<file path="src/rtl/spo2_ratio_estimator_defines.svh">
// Assertion macros used by the estimator's top-level RTL.
`ifndef SPO2_RATIO_ESTIMATOR_DEFINES_SVH
`define SPO2_RATIO_ESTIMATOR_DEFINES_SVH

// The consequent must hold in the same cycle as the antecedent.
`define SPO2_ASSERT_SAME(label, ante, cons, msg) \
  label: assert property (@(posedge clk) disable iff (rst) (ante) |-> (cons)) \
    else $error(msg);

// The consequent must hold in the cycle after the antecedent.
`define SPO2_ASSERT_NEXT(label, ante, cons, msg) \
  label: assert property (@(posedge clk) disable iff (rst) (ante) |=> (cons)) \
    else $error(msg);

`endif

</file>
<file path="src/rtl/spo2_pkg.sv">
`default_nettype none

package spo2_pkg;

  localparam int IN_W    = 18;
  localparam int EST_W   = 20;
  localparam int RATIO_W = 16;
  localparam int ADDR_W  = 3;
  localparam int DATA_W  = 18;

  localparam logic [ADDR_W-1:0] REG_DC_ALPHA     = 3'd0;
  localparam logic [ADDR_W-1:0] REG_SPO2_ALPHA   = 3'd1;
  localparam logic [ADDR_W-1:0] REG_WINDOW_LEN   = 3'd2;
  localparam logic [ADDR_W-1:0] REG_THIN_INT     = 3'd3;
  localparam logic [ADDR_W-1:0] REG_FINGER_THR   = 3'd4;
  localparam logic [ADDR_W-1:0] REG_BOOT_HOLD    = 3'd5;

  localparam logic [5:0] MOD_STEPS  = 6'd10;
  localparam logic [5:0] SQRT_STEPS = 6'd32;
  localparam logic [5:0] DIV_STEPS  = 6'd44;

  localparam logic signed [EST_W-1:0] EST_RESET  = 20'sd24320;
  localparam logic signed [EST_W-1:0] EST_FINGER = 20'sd20480;

  typedef struct packed {
    logic [15:0] dc_alpha;
    logic [15:0] spo2_alpha;
    logic [9:0]  window_len;
    logic [7:0]  thin_interval;
    logic [17:0] finger_threshold;
    logic [15:0] boot_hold_samples;
  } cfg_regs_t;

  typedef enum logic [4:0] {
    OP_NONE, OP_LOAD, OP_MOD_START, OP_MOD_STEP,
    OP_DC_MUL_RED, OP_DC_ADD_RED, OP_DC_MUL_IR, OP_DC_ADD_IR,
    OP_SQ_MUL_RED, OP_SQ_ADD_RED, OP_SQ_MUL_IR, OP_SQ_ADD_IR,
    OP_FINGER, OP_SQRT_START, OP_SQRT_STEP, OP_MUL_N, OP_MUL_M, OP_SCALE,
    OP_DIV_START, OP_DIV_STEP, OP_RATIO, OP_RAW_MUL, OP_RAW_DIV, OP_RAW_FIX,
    OP_LP_MUL, OP_LP_ADD, OP_EMIT
  } dp_op_t;

  typedef struct packed {
    dp_op_t op;
  } dp_cmd_t;

  typedef struct packed {
    logic finger_hit;
    logic window_hit;
    logic scale_needed;
    logic out_free;
  } dp_stat_t;

  typedef enum logic [4:0] {
    ST_IDLE, ST_MOD_INIT, ST_MOD,
    ST_DCR_MUL, ST_DCR_ADD, ST_DCI_MUL, ST_DCI_ADD,
    ST_SQR_MUL, ST_SQR_ADD, ST_SQI_MUL, ST_SQI_ADD, ST_CHECK,
    ST_SQRT_INIT, ST_SQRT, ST_MUL_N, ST_MUL_M, ST_SCALE,
    ST_DIV_INIT, ST_DIV, ST_RATIO, ST_RAW_MUL, ST_RAW_DIV, ST_RAW_FIX,
    ST_LP_MUL, ST_LP_ADD, ST_EMIT
  } ctrl_state_t;

endpackage

`default_nettype wire

</file>
<file path="src/rtl/spo2_ctrl.sv">
`default_nettype none

module spo2_ctrl (
  input  wire logic               clk,
  input  wire logic               rst,
  input  wire logic               in_valid,
  output logic                    in_ready,
  input  wire spo2_pkg::dp_stat_t stat,
  output spo2_pkg::dp_cmd_t       cmd
);
  import spo2_pkg::*;

  ctrl_state_t state, state_next;
  logic [5:0]  cnt;
  logic        last;

  always_comb begin
    case (state)
      ST_MOD:  last = cnt == MOD_STEPS - 6'd1;
      ST_SQRT: last = cnt == SQRT_STEPS - 6'd1;
      ST_DIV:  last = cnt == DIV_STEPS - 6'd1;
      default: last = 1'b1;
    endcase
  end

  always_ff @(posedge clk) begin
    if (rst) begin
      state <= ST_IDLE;
      cnt   <= '0;
    end else begin
      state <= state_next;
      cnt   <= last ? 6'd0 : cnt + 6'd1;
    end
  end

  always_comb begin
    state_next = state;
    case (state)
      ST_IDLE:      if (in_valid) state_next = ST_MOD_INIT;
      ST_MOD_INIT:  state_next = ST_MOD;
      ST_MOD:       if (last) state_next = ST_DCR_MUL;
      ST_DCR_MUL:   state_next = ST_DCR_ADD;
      ST_DCR_ADD:   state_next = ST_DCI_MUL;
      ST_DCI_MUL:   state_next = ST_DCI_ADD;
      ST_DCI_ADD:   state_next = ST_SQR_MUL;
      ST_SQR_MUL:   state_next = ST_SQR_ADD;
      ST_SQR_ADD:   state_next = ST_SQI_MUL;
      ST_SQI_MUL:   state_next = ST_SQI_ADD;
      ST_SQI_ADD:   state_next = ST_CHECK;
      ST_CHECK:     state_next = stat.window_hit ? ST_SQRT_INIT : ST_EMIT;
      ST_SQRT_INIT: state_next = ST_SQRT;
      ST_SQRT:      if (last) state_next = ST_MUL_N;
      ST_MUL_N:     state_next = ST_MUL_M;
      ST_MUL_M:     state_next = ST_SCALE;
      ST_SCALE:     if (!stat.scale_needed) state_next = ST_DIV_INIT;
      ST_DIV_INIT:  state_next = ST_DIV;
      ST_DIV:       if (last) state_next = ST_RATIO;
      ST_RATIO:     state_next = ST_RAW_MUL;
      ST_RAW_MUL:   state_next = ST_RAW_DIV;
      ST_RAW_DIV:   state_next = ST_RAW_FIX;
      ST_RAW_FIX:   state_next = ST_LP_MUL;
      ST_LP_MUL:    state_next = ST_LP_ADD;
      ST_LP_ADD:    state_next = ST_EMIT;
      ST_EMIT:      if (stat.out_free) state_next = ST_IDLE;
      default:      state_next = ST_IDLE;
    endcase
  end

  always_comb begin
    in_ready = 1'b0;
    cmd.op   = OP_NONE;
    case (state)
      ST_IDLE: begin
        in_ready = 1'b1;
        if (in_valid) cmd.op = OP_LOAD;
      end
      ST_MOD_INIT:  cmd.op = OP_MOD_START;
      ST_MOD:       cmd.op = OP_MOD_STEP;
      ST_DCR_MUL:   cmd.op = OP_DC_MUL_RED;
      ST_DCR_ADD:   cmd.op = OP_DC_ADD_RED;
      ST_DCI_MUL:   cmd.op = OP_DC_MUL_IR;
      ST_DCI_ADD:   cmd.op = OP_DC_ADD_IR;
      ST_SQR_MUL:   cmd.op = OP_SQ_MUL_RED;
      ST_SQR_ADD:   cmd.op = OP_SQ_ADD_RED;
      ST_SQI_MUL:   cmd.op = OP_SQ_MUL_IR;
      ST_SQI_ADD:   cmd.op = OP_SQ_ADD_IR;
      ST_CHECK:     if (stat.finger_hit) cmd.op = OP_FINGER;
      ST_SQRT_INIT: cmd.op = OP_SQRT_START;
      ST_SQRT:      cmd.op = OP_SQRT_STEP;
      ST_MUL_N:     cmd.op = OP_MUL_N;
      ST_MUL_M:     cmd.op = OP_MUL_M;
      ST_SCALE:     if (stat.scale_needed) cmd.op = OP_SCALE;
      ST_DIV_INIT:  cmd.op = OP_DIV_START;
      ST_DIV:       cmd.op = OP_DIV_STEP;
      ST_RATIO:     cmd.op = OP_RATIO;
      ST_RAW_MUL:   cmd.op = OP_RAW_MUL;
      ST_RAW_DIV:   cmd.op = OP_RAW_DIV;
      ST_RAW_FIX:   cmd.op = OP_RAW_FIX;
      ST_LP_MUL:    cmd.op = OP_LP_MUL;
      ST_LP_ADD:    cmd.op = OP_LP_ADD;
      ST_EMIT:      if (stat.out_free) cmd.op = OP_EMIT;
      default:      cmd.op = OP_NONE;
    endcase
  end
endmodule

`default_nettype wire

</file>
<file path="config.mk">
export PLATFORM = sky130hd
export DESIGN_NAME = spo2_ctrl
export DESIGN_NICKNAME = d
export VERILOG_FILES = /design/src/rtl/spo2_ratio_estimator_defines.svh /design/src/rtl/spo2_pkg.sv /design/src/rtl/spo2_ctrl.sv
export SDC_FILE = /design/constraint.sdc
export NUM_CORES = 1
export LEC_CHECK = 0
export ABC_CLOCK_PERIOD_IN_PS = 1800
export BUFFER_PORTS_ARGS = -buffer_cell sky130_fd_sc_hd__buf_2
export CAP_MARGIN = 20
export CORE_AREA = 2 2 48 50
export CTS_CLUSTER_SIZE = 40
export DETAILED_ROUTE_END_ITERATION = 7
export DIE_AREA = 0 0 50 52
export HOLD_SLACK_MARGIN = 0.1
export PLACE_DENSITY_LB_ADDON = 0.2
export SLEW_MARGIN = 20
export SYNTH_ARGS = -nofsm -noshare
export SYNTH_HDL_FRONTEND = slang
export SYNTH_SLANG_ARGS = --single-unit
</file>
<file path="constraint.sdc">
create_clock -name clk -period 1.8 [get_ports clk]
set_clock_uncertainty 0.15 [all_clocks]
set_input_delay 0.09 -clock clk [delete_from_list [all_inputs] [get_ports clk]]
set_output_delay 0.09 -clock clk [all_outputs]
set_load 0.05 [all_outputs]
</file>
==> impl_metrics.csv <==
group,metric,value,unit
routing,drtPass1Iterations,4,
timing,tightest_slew,356.0,ps
yosys,synth.cells.most_frequent,"nand2_1 (13), nor2_1 (12), dfxtp_1 (11), a21oi_1 (9), inv_1 (6)",
yosys,synth.top_cells.by_area,"dfxtp_1 (25%), nand2_1 (5.5%), a21oi_1 (5.1%), nor2_1 (5.1%), xor2_1 (4.0%)",
critical_path,cp-start-kind,"flip-flop",
timing,min_period,1810,ps
clock_network,cts_buffers,3,
grt,grt_max_degree,14,
critical_path,max_stage_delay,400,ps
yosys,synthesis.nets,126,
critical_path,crit_fanout,5,
critical_path,cp.arrival,1820,ps
yosys,synth-seq-cells,11,
routing,routed_via_density,5.557,
outcome,outcome,"finished with violations",
layout,final_util,0.6007,
yosys,yosysWarnings,0,
clock_network,clockBufferDepth,2,
yosys,synth.avg_cell_area,7.465,um^2
critical_path,crit_type,"flip-flop to flip-flop",
grt,antenna_found_initial,0,
clock_network,htreeDepth,1,
placed_design,place_inst,163,
clock_network,cts-root-buf,"clkbuf_4",
yosys,synth_top_area_share,0.2500,
min_path,hold_path.class,"input port to flip-flop",
die,die_area,0.002600,mm^2
yosys,yosysMostFrequentCell,"nand2_1",
routing,drtIter0Drc,22,
grt,grt.overflow.total,0,
routing,avgRoutedWirePerCell,13.95,um
layout,fin_cells,174,
die,rows,17,
grt,grt_pass1_wl,3753,um
clock_network,worstSkewPairLatency,260,ps
power_and_ir_drop,p_leak,0.0005276,uW
yosys,async_flop_share,0,
routing,antenna_left,0,
yosys,synth.distinct_cells,41,
timing,finalHoldViolCount,0,
routing,drc_errors,0,
outcome,violations,"negative setup slack",
grt,track_usage,0.1901,
yosys,yosysSeqAreaShare,0.2500,
timing,maxSlewHeadroom,0.7617,
placed_design,gp_congestion,0.8003,
timing,rsz0062_at_grt,"true",
critical_path,critPathCaptureType,"flip-flop",
power_and_ir_drop,peakVddDrop,0.7982,mV
placed_design,place_hpwl,1686,um
power_and_ir_drop,power.density,1496,mW/mm^2
run,maxCapViolations,0,
timing,setup_ws,-10.28,ps
timing,finalCritPeriodShare,1.006,
die,die_x,50,um
clock_network,cts.sinks,11,
yosys,synth_edf_count,0,
routing,vias,967,
critical_path,cp_data_required_time,1810,ps
critical_path,path_delay_family,"simple AND/OR/NAND/NOR gates",
layout,drive_above_1_share,0.4041,
yosys,syn_area,880.8,um^2
layout,antennaDiodeCount,0,
critical_path,cp_num_buf_inv,0,
layout,nets,155,
yosys,netlist_instances,118,
grt,first_global_vias,895,
die,die_h,52,um
critical_path,slowest_stage,"nor4b_4",
routing,wirelength,2427,um
critical_path,cp_cell_sequence,"nor4b_4 -> and3_4 -> o221ai_4 -> a211o_1 -> o211a_1",
layout,syn_to_final_growth,43.61,%
clock_network,cts_tree,"done",
placed_design,numPortBuffers,12,
timing,max_freq,552.4,MHz
timing,drv_slew,0,
clock_network,clkSlewWorstSetupHoldPaths,60,ps
timing,setup_viol_count_final,1,
yosys,ys.flop_type,"dfxtp_1",
yosys,synth_top_area_cell,"dfxtp_1",
die,initial_utilization,0.4183,
die,io_pins,13,
die,core,0.002106,mm^2
## timing repair
action | 4_1_cts | 5_1_grt
pin swaps | 3 | 4
gates resized for setup | 22 | 17
hold buffers | 2 | 0
setup endpoints to repair | 11 | 12
setup buffers | 2 | 3
endpoints found under the hold margin | 11 | 0
## layout make-up
| cell class | instances | area [um^2] |
|---|---|---|
| sequential | 11 | 234.0 |
| tap | 28 | 35.03 |
| fill | 172 | 840.8 |
| inverter | 6 | 22.52 |
| clock buffer | 4 | 26.28 |
| multi-input combinational | 94 | 700.7 |
| timing repair buffer | 31 | 246.5 |
## sequential cells by signal (all words and copies together) (netlist names)
signal,flops
cnt,6
state,5
## cell families after synthesis
logic type               count (synthesis)  share of synthesized area
AO/OA/AOI/OAI                           35                     0.2926
flip-flops                              11                     0.2500
AND/OR/NAND/NOR                         51                     0.3153
adder cells (fa/ha/maj)                  1                    0.01420
buffers and inverters                   13                    0.05823
XOR/XNOR                                 7                    0.06960
## per-stage QoR
step                setup TNS (ps)  hold WS (ps)  total power (uW)  instance area [um^2]  worst slack [ps]
CTS                         -7.462         156.1              1748                  1175            -7.462
global route                -486.5         211.5              1997                  1265            -62.00
global placement                 0         266.6              1442                  1049             23.11
finish                      -10.28         178.3              1892                  1265            -10.28
detailed placement          -115.8         273.1              1447                  1049            -29.17
floorplan                   -84.37         106.3              1150                 892.1            -84.37
## power by group
group | total (uW) | switching (uW) | internal [uW]
Clock | 163 | 77.3 | 85.7
Combinational | 1360 | 787 | 569
Sequential | 373 | 70.7 | 302
## routing by layer
layer  up-vias  GRT usage  part of all wire
met4         0     0.1250             0.014
li1        481          -                 -
met5         -          0                 0
met2        31     0.3180              0.49
met1       451     0.2337              0.45
met3         4    0.01437             0.050
## tightest hold or removal path: stages
cell and delay [ps]:
buf_2 90, inv_1 40, o2bb2ai_1 120, a21oi_1 140
a21oi_1 70
## cells in the final DEF (no fill, tap or decap), types with 2 or more instances in the layout
master / count
a21oi_1: 6
a21oi_2: 3
a31oi_1: 2
and2_1: 2
and3_4: 3
buf_2: 7
buf_4: 15
buf_6: 5
clkbuf_4: 4
dfxtp_1: 6
dfxtp_2: 2
dfxtp_4: 3
dlygate4sd3_1: 2
inv_1: 4
inv_2: 2
nand2_1: 12
nand2b_1: 3
nand3_1: 4
nor2_1: 12
nor2b_1: 3
nor3_2: 2
nor3b_1: 2
o211ai_1: 3
o21a_1: 2
o21ai_0: 4
xnor2_1: 3
xor2_1: 4
## final timing paths
| kind | cells after the start | slack, ps | from | end |
|---|---|---|---|---|
| worst max-delay path | 5 | -10 | state[0]$_SDFFE_PP0P_ | state[4]$_SDFFE_PP0P_ |
| worst min-delay path | 5 | 180 | stat[2] | state[0]$_SDFFE_PP0P_ |
| worst max register to register | 5 | -10 | state[0]$_SDFFE_PP0P_ | state[4]$_SDFFE_PP0P_ |
| worst min register to register | 1 | 310 | cnt[0]$_SDFF_PP0_ | cnt[0]$_SDFF_PP0_ |
Note: power is estimated with default switching activity, not from simulation.
